File: config.mk
export PLATFORM = sky130hd
export DESIGN_NAME = advm_bcd
export DESIGN_NICKNAME = d
export VERILOG_FILES = /design/src/hdl/advm_pkg.sv /design/src/hdl/advm_bcd.sv
export SDC_FILE = /design/constraint.sdc
export NUM_CORES = 1
export LEC_CHECK = 0
export BUFFER_PORTS_ARGS = -buffer_cell sky130_fd_sc_hd__buf_2
export CORE_MARGIN = 2
export CORE_UTILIZATION = 38
export DETAILED_ROUTE_END_ITERATION = 8
export PLACE_DENSITY = 0.7
export SYNTH_ARGS = -nofsm -noshare
export SYNTH_HDL_FRONTEND = slang
export SYNTH_SLANG_ARGS = --single-unit
File: constraint.sdc
create_clock -name clk -period 1.8 [get_ports clk]
set_input_delay 0.27 -clock clk [delete_from_list [all_inputs] [get_ports clk]]
set_output_delay 0.27 -clock clk [all_outputs]
set_load 0.05 [all_outputs]
File: src/hdl/advm_pkg.sv
// ----------------------------------------------------------------------------
// advm_pkg: shared types and codes of the ASCII decimal VM executor
// Request and result structs, command letters, result kinds, error codes,
// sequencer states and small digit helpers.
// ----------------------------------------------------------------------------
package advm_pkg;

	localparam int PHYS_BLOCKS_DEF = 16;
	localparam int WORDS_PER_BLOCK = 10;
	localparam int LOGICAL_BLOCKS  = 10;
	localparam int PC_LAST         = LOGICAL_BLOCKS * WORDS_PER_BLOCK - 1;
	localparam int BIN_W           = 14;
	localparam int DEC_MAX         = 9999;

	typedef struct packed {
		logic [1:0]  opcode;
		logic [7:0]  word_addr;
		logic [31:0] word_data;
		logic [3:0]  page_slot;
		logic [4:0]  page_target;
	} req_t;

	typedef struct packed {
		logic [2:0]  kind;
		logic [31:0] data_word;
		logic [6:0]  prog_counter;
		logic        cond_flag;
		logic [2:0]  error_code;
		logic [3:0]  request_block;
		logic        last;
	} rsp_t;

	// host opcodes
	localparam logic [1:0] OP_STEP  = 2'd0;
	localparam logic [1:0] OP_WMEM  = 2'd1;
	localparam logic [1:0] OP_WPAGE = 2'd2;
	localparam logic [1:0] OP_RMEM  = 2'd3;

	// result kinds
	localparam logic [2:0] KIND_ACK   = 3'd0;
	localparam logic [2:0] KIND_EXEC  = 3'd1;
	localparam logic [2:0] KIND_HALT  = 3'd2;
	localparam logic [2:0] KIND_PRINT = 3'd3;
	localparam logic [2:0] KIND_INREQ = 3'd4;
	localparam logic [2:0] KIND_ERROR = 3'd5;
	localparam logic [2:0] KIND_READ  = 3'd6;

	// error codes
	localparam logic [2:0] ERR_UNKNOWN  = 3'd0;
	localparam logic [2:0] ERR_SUM      = 3'd1;
	localparam logic [2:0] ERR_NEG      = 3'd2;
	localparam logic [2:0] ERR_PRODUCT  = 3'd3;
	localparam logic [2:0] ERR_NONDIGIT = 3'd4;

	// command letter pairs
	localparam logic [15:0] CMD_KR = 16'h4B52;
	localparam logic [15:0] CMD_SR = 16'h5352;
	localparam logic [15:0] CMD_SU = 16'h5355;
	localparam logic [15:0] CMD_AT = 16'h4154;
	localparam logic [15:0] CMD_SA = 16'h5341;
	localparam logic [15:0] CMD_PR = 16'h5052;
	localparam logic [15:0] CMD_GO = 16'h474F;
	localparam logic [15:0] CMD_PT = 16'h5054;
	localparam logic [15:0] CMD_PD = 16'h5044;
	localparam logic [15:0] CMD_RD = 16'h5244;
	localparam logic [15:0] CMD_HA = 16'h4841;

	typedef enum logic [3:0] {
		ST_IDLE,
		ST_HOST_RD,
		ST_FETCH,
		ST_DECODE,
		ST_OPER,
		ST_ARITH,
		ST_CONV,
		ST_PD_RD,
		ST_PD_WAIT,
		ST_EMIT
	} state_t;

	function automatic logic is_digit(input logic [7:0] b);
		return (b >= 8'h30) && (b <= 8'h39);
	endfunction

	function automatic logic word_digits(input logic [31:0] w);
		return is_digit(w[31:24]) && is_digit(w[23:16]) && is_digit(w[15:8])
			&& is_digit(w[7:0]);
	endfunction

	// four ASCII digits to binary; bytes already checked
	function automatic logic [BIN_W-1:0] dec4(input logic [31:0] w);
		logic [BIN_W-1:0] v;
		v = BIN_W'(w[27:24]) * BIN_W'(1000) + BIN_W'(w[19:16]) * BIN_W'(100)
			+ BIN_W'(w[11:8]) * BIN_W'(10) + BIN_W'(w[3:0]);
		return v;
	endfunction

endpackage

File: src/hdl/advm_bcd.sv
// ----------------------------------------------------------------------------
// advm_bcd: iterative binary to BCD converter
// Shift-and-add-three over one bit per cycle; busy until all BIN_W bits are shifted in.
// ----------------------------------------------------------------------------
module advm_bcd (
	input  logic                          clk,
	input  logic                          arst_n,
	input  logic                          start,
	input  logic [advm_pkg::BIN_W-1:0]    bin,
	output logic                          busy,
	output logic [15:0]                   bcd
);

	localparam int CW = $clog2(advm_pkg::BIN_W + 1);

	logic [advm_pkg::BIN_W-1:0] sh_q;
	logic [15:0]                bcd_q;
	logic [CW-1:0]              cnt_q;
	logic                       busy_q;
	logic [15:0]                adj;

	// add three to every digit of five or more
	always_comb begin
		for (int i = 0; i < 4; i++) begin
			adj[i*4 +: 4] = (bcd_q[i*4 +: 4] >= 4'd5) ? bcd_q[i*4 +: 4] + 4'd3
				: bcd_q[i*4 +: 4];
		end
	end

	// control: count the shifts
	always_ff @(posedge clk or negedge arst_n) begin
		if (!arst_n) begin
			busy_q <= 1'b0;
			cnt_q  <= '0;
		end else if (start) begin
			busy_q <= 1'b1;
			cnt_q  <= CW'(advm_pkg::BIN_W);
		end else if (busy_q) begin
			cnt_q <= cnt_q - CW'(1);
			if (cnt_q == CW'(1)) begin
				busy_q <= 1'b0;
			end
		end
	end

	// data: shift one bit into the digits
	always_ff @(posedge clk) begin
		if (start) begin
			sh_q  <= bin;
			bcd_q <= '0;
		end else if (busy_q) begin
			bcd_q <= {adj[14:0], sh_q[advm_pkg::BIN_W-1]};
			sh_q  <= {sh_q[advm_pkg::BIN_W-2:0], 1'b0};
		end
	end

	assign busy = busy_q;
	assign bcd  = bcd_q;

endmodule

Yosys cells after proc, flatten, opt, wreduce, memory -nomap -nowiden
Cells that the tools add are included.
Widths: inputs -> output; s select.

word-level totals
  flip-flop bits (word level) = 35
  input bits = 17
  output and inout port bits = 17
  word-level logic and storage cells = 26

operators by class
  $add $sub $neg = 5
  order comparisons = 4
  equal/unequal tests = 1
  multiplexer cells = 11
  reductions and logical operators = 1

operators by type and width
  operator             number
  $mux 14              2
  $mux 4               5
  $ge 4x3->1 const B   4
  $add 4x2->4 const B  3
  $eq 4x1->1 const B   1
  $sub 4x1->4 const B  1
  $add 3x2->3 const B  1
  $mux 1               3
  $mux 3               1
  $reduce_bool 2->1    1

Longest topological paths before layout
  depth in word-level cells = 4
  depth in mapped cells = 6
  mapped depth without buffers = 6

Least setup slack after synthesis
OpenSTA, ideal clock, no wires.

  path type = reg2reg
  from = reg bcd_q[9], in the netlist bcd[9]
  to = reg bcd_q[12], in the netlist bcd[12]
  library setup time = 0.088 ns
  arrival time = 1.755 ns
  slack = -0.043 ns
  stages on the path, launching flop included = 7
  buffers on the path = 0
  cells stage by stage = dfxtp_1 -> inv_1 -> ha_1 -> inv_1 -> o21ai_1 -> or3_1 -> a311oi_2

on the way
  word-level cells in the longest chain between the ends = 2
  elaborated cells on any way between the ends = 3
  classes of those cells = add/sub (1); order compare (1); mux (1)

RTL lines
  item                                       line            text
  from (decl)                                advm_bcd.sv:17  logic [15:0] bcd_q;
  from (signal assigned)                     advm_bcd.sv:52  bcd_q <= {adj[14:0], sh_q[advm_pkg::BIN_W-1]};
  $add 4x2->4 or $ge 4x3->1 (tied branches)  advm_bcd.sv:25  adj[i*4 +: 4] = (bcd_q[i*4 +: 4] >= 4'd5) ? bcd_q[i*4 +: 4] + 4'd3
  $mux 4 *                                   advm_bcd.sv:25

Mark *: on every way between the ends. The rest lies on a longest branch, timed or not.
A chain may end at the register's enable or synchronous reset.

Final worst setup path
  from = reg bcd_q[8], in the netlist bcd[8]
  to = reg bcd_q[12], in the netlist bcd[12]

The elaborated chain is that of the path after synthesis.

==> results <==
- The run finished with clean final reports.
- The initial utilization of the core area, before any placement, comes to about two fifths.
- The routed length per instance is 12.6 um.
- The horizontal extent of the die is 73 um.
- In this run the worst hold path is classified as input port to register.
- Setup repair after global routing left no endpoint under its margin.
- The cell count after synthesis came out at ~170.
- The clock input transition at the sequential cells of the worst setup and hold paths is 0.07 ns.
- Before CTS, the worst setup slack after placement is 0.255 ns.
- The average via count per standard cell is between 5 and 6.
- The proportion of total power due to net switching is 28.2%.
- Data on the critical path is required at its endpoint by 2.01 ns.
- The post-synthesis sequential area ratio is 47.9%.
- The ratio of final minimum period to clock period is 85.9%.
- The critical path is of the register to register type.
- The count of final max-slew check failures was 0.
- The setup check on the worst reg-to-reg path leaves a slack of 0.25 ns.
- The cell at the root of the clock tree is sky130_fd_sc_hd__clkbuf_8.
- Counting the fill cells in the layout gives 452.
- The clock insertion delay at the later pin of the skew report is ~0.29 ns.
- Traced cell by cell, the critical path runs through inv_1, ha_1, inv_1, o21ai_1, or3_1, a311oi_2.
- Multiplexer cells account for 8.64% of the synthesized area.
- The synthesized-area fraction occupied by ao, oa, aoi and oai cells is between 10% and 20%.
- The startpoint kind of the worst setup timing path is a register.
- For hold timing, the worst endpoint is sh_q[0].
- The maximum VDD drop is 400 uV.
- The number of DRC violations after detailed routing is 0.
- Once routing completed, OpenROAD measured the worst setup slack at between 0.2 and 0.3 ns.
- The setup violation total in the final timing report is 0.
- The worst setup path is captured at a register.
- The timing-limited maximum frequency is between 0.6 and 0.7 GHz.
- In this run the critical register-to-register path is launched from bcd[8].
- Summing all multi-input logic gate instances after layout gives 842 um2.
- The number of top-level design ports is 34.
- In this run the most critical hold path is launched from bin[0].
- The maximum fanout along the worst path is 6.
- The count of different cell masters after synthesis is 35.
- In this run the post-CTS setup repair buffer count came out at 0.
- The delay of the slowest critical-path stage is 0.41 ns.
- For this run, the detailed router's first-pass iteration total came to 4.
- The number of endpoints with negative hold slack in the final report is 0.
- The worst-case reg-to-reg path depth is 6.
- Of the total synthesized cell area, the portion taken by full adders, half adders and majority gates is under 10%.
- The total leakage power is 0.875 nW.
- The longest clock path from root to sink contains 2 buffers.
- The arrival time reported for the critical path endpoint is 1.75 ns.
- Combinational cells account for 15.7% of the total power.
- The core outline area is 4660 um2.
- After synthesis the cells add up to 1810 um2.
- The total internal power is about 1.3 mW.
- The proportion of layout cells with a drive suffix above 1 is 34.6%.
- The total number of H-tree levels is 2.
- The sequential power share is 52.5%.
- The CTS tree is yes.
- The HPWL after detailed placement is 2340 um.
- Per report_power, the clock group accounts for a little under a third of the total.
- The beginning of the critical path is bcd[8].
- The number of hold-repair buffers added at the cts stage is 1.
- The final period demand of the worst path is 1.55 ns.
- The number of stages on the worst hold path is 2.
- Total power for the finished layout comes to between 1.5 and 2 mW.
- The synthesized netlist devotes about 13% of its cell area to simple gates.
- The cell that appears most often on the critical path is sky130_fd_sc_hd__inv_1.
- The number of warnings issued by yosys is 0.
- The hold slack is 0.258 ns.
- The number of input and output port buffers inserted is 33.
- The max-capacitance violation count is 0.
- The number of clock sinks is 35.
- In the layout the commonest cells are sky130_fd_sc_hd__buf_2, sky130_fd_sc_hd__inv_1, sky130_fd_sc_hd__edfxtp_1, sky130_fd_sc_hd__mux2_2.
- Clock skew on the completed layout was measured at 0.00432 ns.
- The xor and xnor fraction of the mapped netlist area is 0.968%.
- The total length of routed wires is 3380 um.
- The congestion estimate from routability-driven global placement came to between 0.9 and 1.
- After synthesis, the largest family of logic cells by area is compound AO/OA/AOI/OAI gates.
- The net switching component of the power is around 0.5 mW.
- The global-route wire length before repair is between 5000 and 6000 um.
- In the final design database the tool counted between 200 and 250 nets.
- After synthesis the netlist holds a flip-flop and latch count of 35.
- The die is 73 um tall.
- Each instance of the synthesized netlist takes up on average 10.4 um2.
- The first-iteration detailed-routing DRC count is 77.
- The leading cell type in the layout, fill and taps excluded is sky130_fd_sc_hd__buf_2.
- The number of rows in the core area is 25.
- The power density relative to cell area is 819 nW/um2.
- The slowest cell on the critical path is sky130_fd_sc_hd__dfxtp_1.
- The combined flip-flop and latch cell area is 871 um2.
- In this run the critical register-to-register path is captured at bcd[12].
- The floorplan step defined a die boundary enclosing 5330 um2.
- The detail route stage leaves a number of antenna-violating nets equal to 0.
- The number of gates resized after CTS was 0.
- Entering global routing, the biggest net connects 20 pins.
- The number of antenna violations at the first check in global routing was 0.
- The via count is 1425.
- Counting the buffers created by CTS gives 5.
- The net count after synthesis is 201.
- The aggregate global routing overflow is 0.
- The aggregate global-route resource usage is between 10% and 20%.
- The via count of the first global-routing pass is 1275.
- At the pin with the least slew margin, the transition time is 0.392 ns.
- Headroom to the max-slew limit came out at 73.9%.
- The repair_antennas step left the layout with diodes totalling 0.
- From synthesis to final layout, the design area changed by 19.7%.
-- registers in the layout (all words and copies together) (netlist names) --
register,flops
cnt_q,4
sh_q,14
bcd,16
busy,1
-- power groups by stage --
| stage | Combinational (mW) | Sequential (mW) | Clock (mW) |
|---|---|---|---|
| finish | 0.278 | 0.931 | 0.565 |
| global placement | 0.274 | 0.946 | 0 |
| floorplan | 0.142 | 1.01 | 0 |
| global route | 0.309 | 0.940 | 0.625 |
| detailed placement | 0.278 | 0.948 | 0 |
| CTS | 0.282 | 0.931 | 0.581 |
-- synthesized netlist by cell type --
master | n | share of area, %
sky130_fd_sc_hd__o311ai_0 | 2 | 0.97
sky130_fd_sc_hd__nand2_1 | 9 | 1.9
sky130_fd_sc_hd__edfxtp_1 | 14 | 23
sky130_fd_sc_hd__nand4b_1 | 2 | 0.97
sky130_fd_sc_hd__or3_1 | 3 | 1.0
sky130_fd_sc_hd__or2_2 | 1 | 0.35
sky130_fd_sc_hd__nor2b_1 | 1 | 0.35
sky130_fd_sc_hd__mux2_2 | 13 | 8.1
sky130_fd_sc_hd__nand4_1 | 3 | 1.0
sky130_fd_sc_hd__o21ai_0 | 8 | 2.2
sky130_fd_sc_hd__o32ai_1 | 3 | 1.5
sky130_fd_sc_hd__and3_1 | 1 | 0.35
sky130_fd_sc_hd__nand2b_1 | 3 | 1.0
sky130_fd_sc_hd__nor3_1 | 3 | 0.83
sky130_fd_sc_hd__mux2i_1 | 1 | 0.55
sky130_fd_sc_hd__o21ai_1 | 6 | 1.7
sky130_fd_sc_hd__clkbuf_1 | 2 | 0.42
sky130_fd_sc_hd__o21bai_1 | 1 | 0.42
sky130_fd_sc_hd__nand3_1 | 4 | 1.1
sky130_fd_sc_hd__and2_1 | 1 | 0.35
sky130_fd_sc_hd__a21o_1 | 1 | 0.42
sky130_fd_sc_hd__a21bo_2 | 3 | 1.7
sky130_fd_sc_hd__ha_1 | 10 | 6.9
sky130_fd_sc_hd__inv_1 | 17 | 3.5
sky130_fd_sc_hd__xnor2_1 | 2 | 0.97
sky130_fd_sc_hd__dfxtp_1 | 16 | 18
sky130_fd_sc_hd__nor4b_1 | 1 | 0.48
sky130_fd_sc_hd__o22ai_1 | 3 | 1.0
sky130_fd_sc_hd__or4b_1 | 2 | 1.1
sky130_fd_sc_hd__dfrtp_1 | 5 | 6.9
sky130_fd_sc_hd__a311oi_2 | 3 | 2.5
sky130_fd_sc_hd__o22a_2 | 3 | 1.7
sky130_fd_sc_hd__buf_2 | 6 | 1.7
sky130_fd_sc_hd__nor2_1 | 9 | 1.9
sky130_fd_sc_hd__a21oi_1 | 12 | 3.3
-- worst max-delay path, delay by kind of cell, from the launching register on --
family | cells | cell delay, ns
AO/OA/AOI/OAI | 2 | 0.32
adder cells (fa/ha/maj) | 1 | 0.23
flip-flops | 1 | 0.41
AND/OR/NAND/NOR | 1 | 0.36
buffers and inverters | 2 | 0.14
-- worst max-delay path by stage --
| stage | cells past startpoint | endpoint |
|---|---|---|
| 2_1_floorplan | 6 | bcd[12] |
| 3_3_place_gp | 6 | bcd[13] |
| 4_1_cts | 6 | bcd[12] |
| 3_5_place_dp | 6 | bcd[14] |
| 5_1_grt | 6 | bcd[13] |
| 6_report | 6 | bcd[12] |
-- cell families after synthesis --
family / count (synthesis)
AOI/OAI and AO/OA: 45
buffers and inverters: 25
muxes: 14
adders and majority gates: 10
DFF: 35
xor gates and xnor gates: 2
and+or+nand+nor: 43
-- per-layer routing --
metal  vias up  GRT usage (%)  part of all wire (%)
li1        709              -                     -
met1       678           17.8                    47
met2        33           20.5                    47
met3         5           4.42                   4.6
met4         0           4.73                   1.3
met5         -              0                     0
-- through the flow --
step	setup TNS [ns]	utilization, %	cell area [um2]	std cells
floorplan	-0.0972	-	1810	174
global placement	0	44.3	2070	259
detailed placement	0	44.3	2070	259
CTS	0	46.5	2170	268
global route	0	46.5	2170	268
finish	0	46.5	2170	268
-- final cells by class --
type / count / area share (%)
multi-input combinational: 114 / 38.9
tap: 54 / 3.12
clock buffer: 5 / 3.18
inverter: 17 / 2.95
sequential: 35 / 40.2
timing repair buffer: 40 / 10.7
clock inverter: 3 / 0.924
Power figures use the tool's default switching activity.
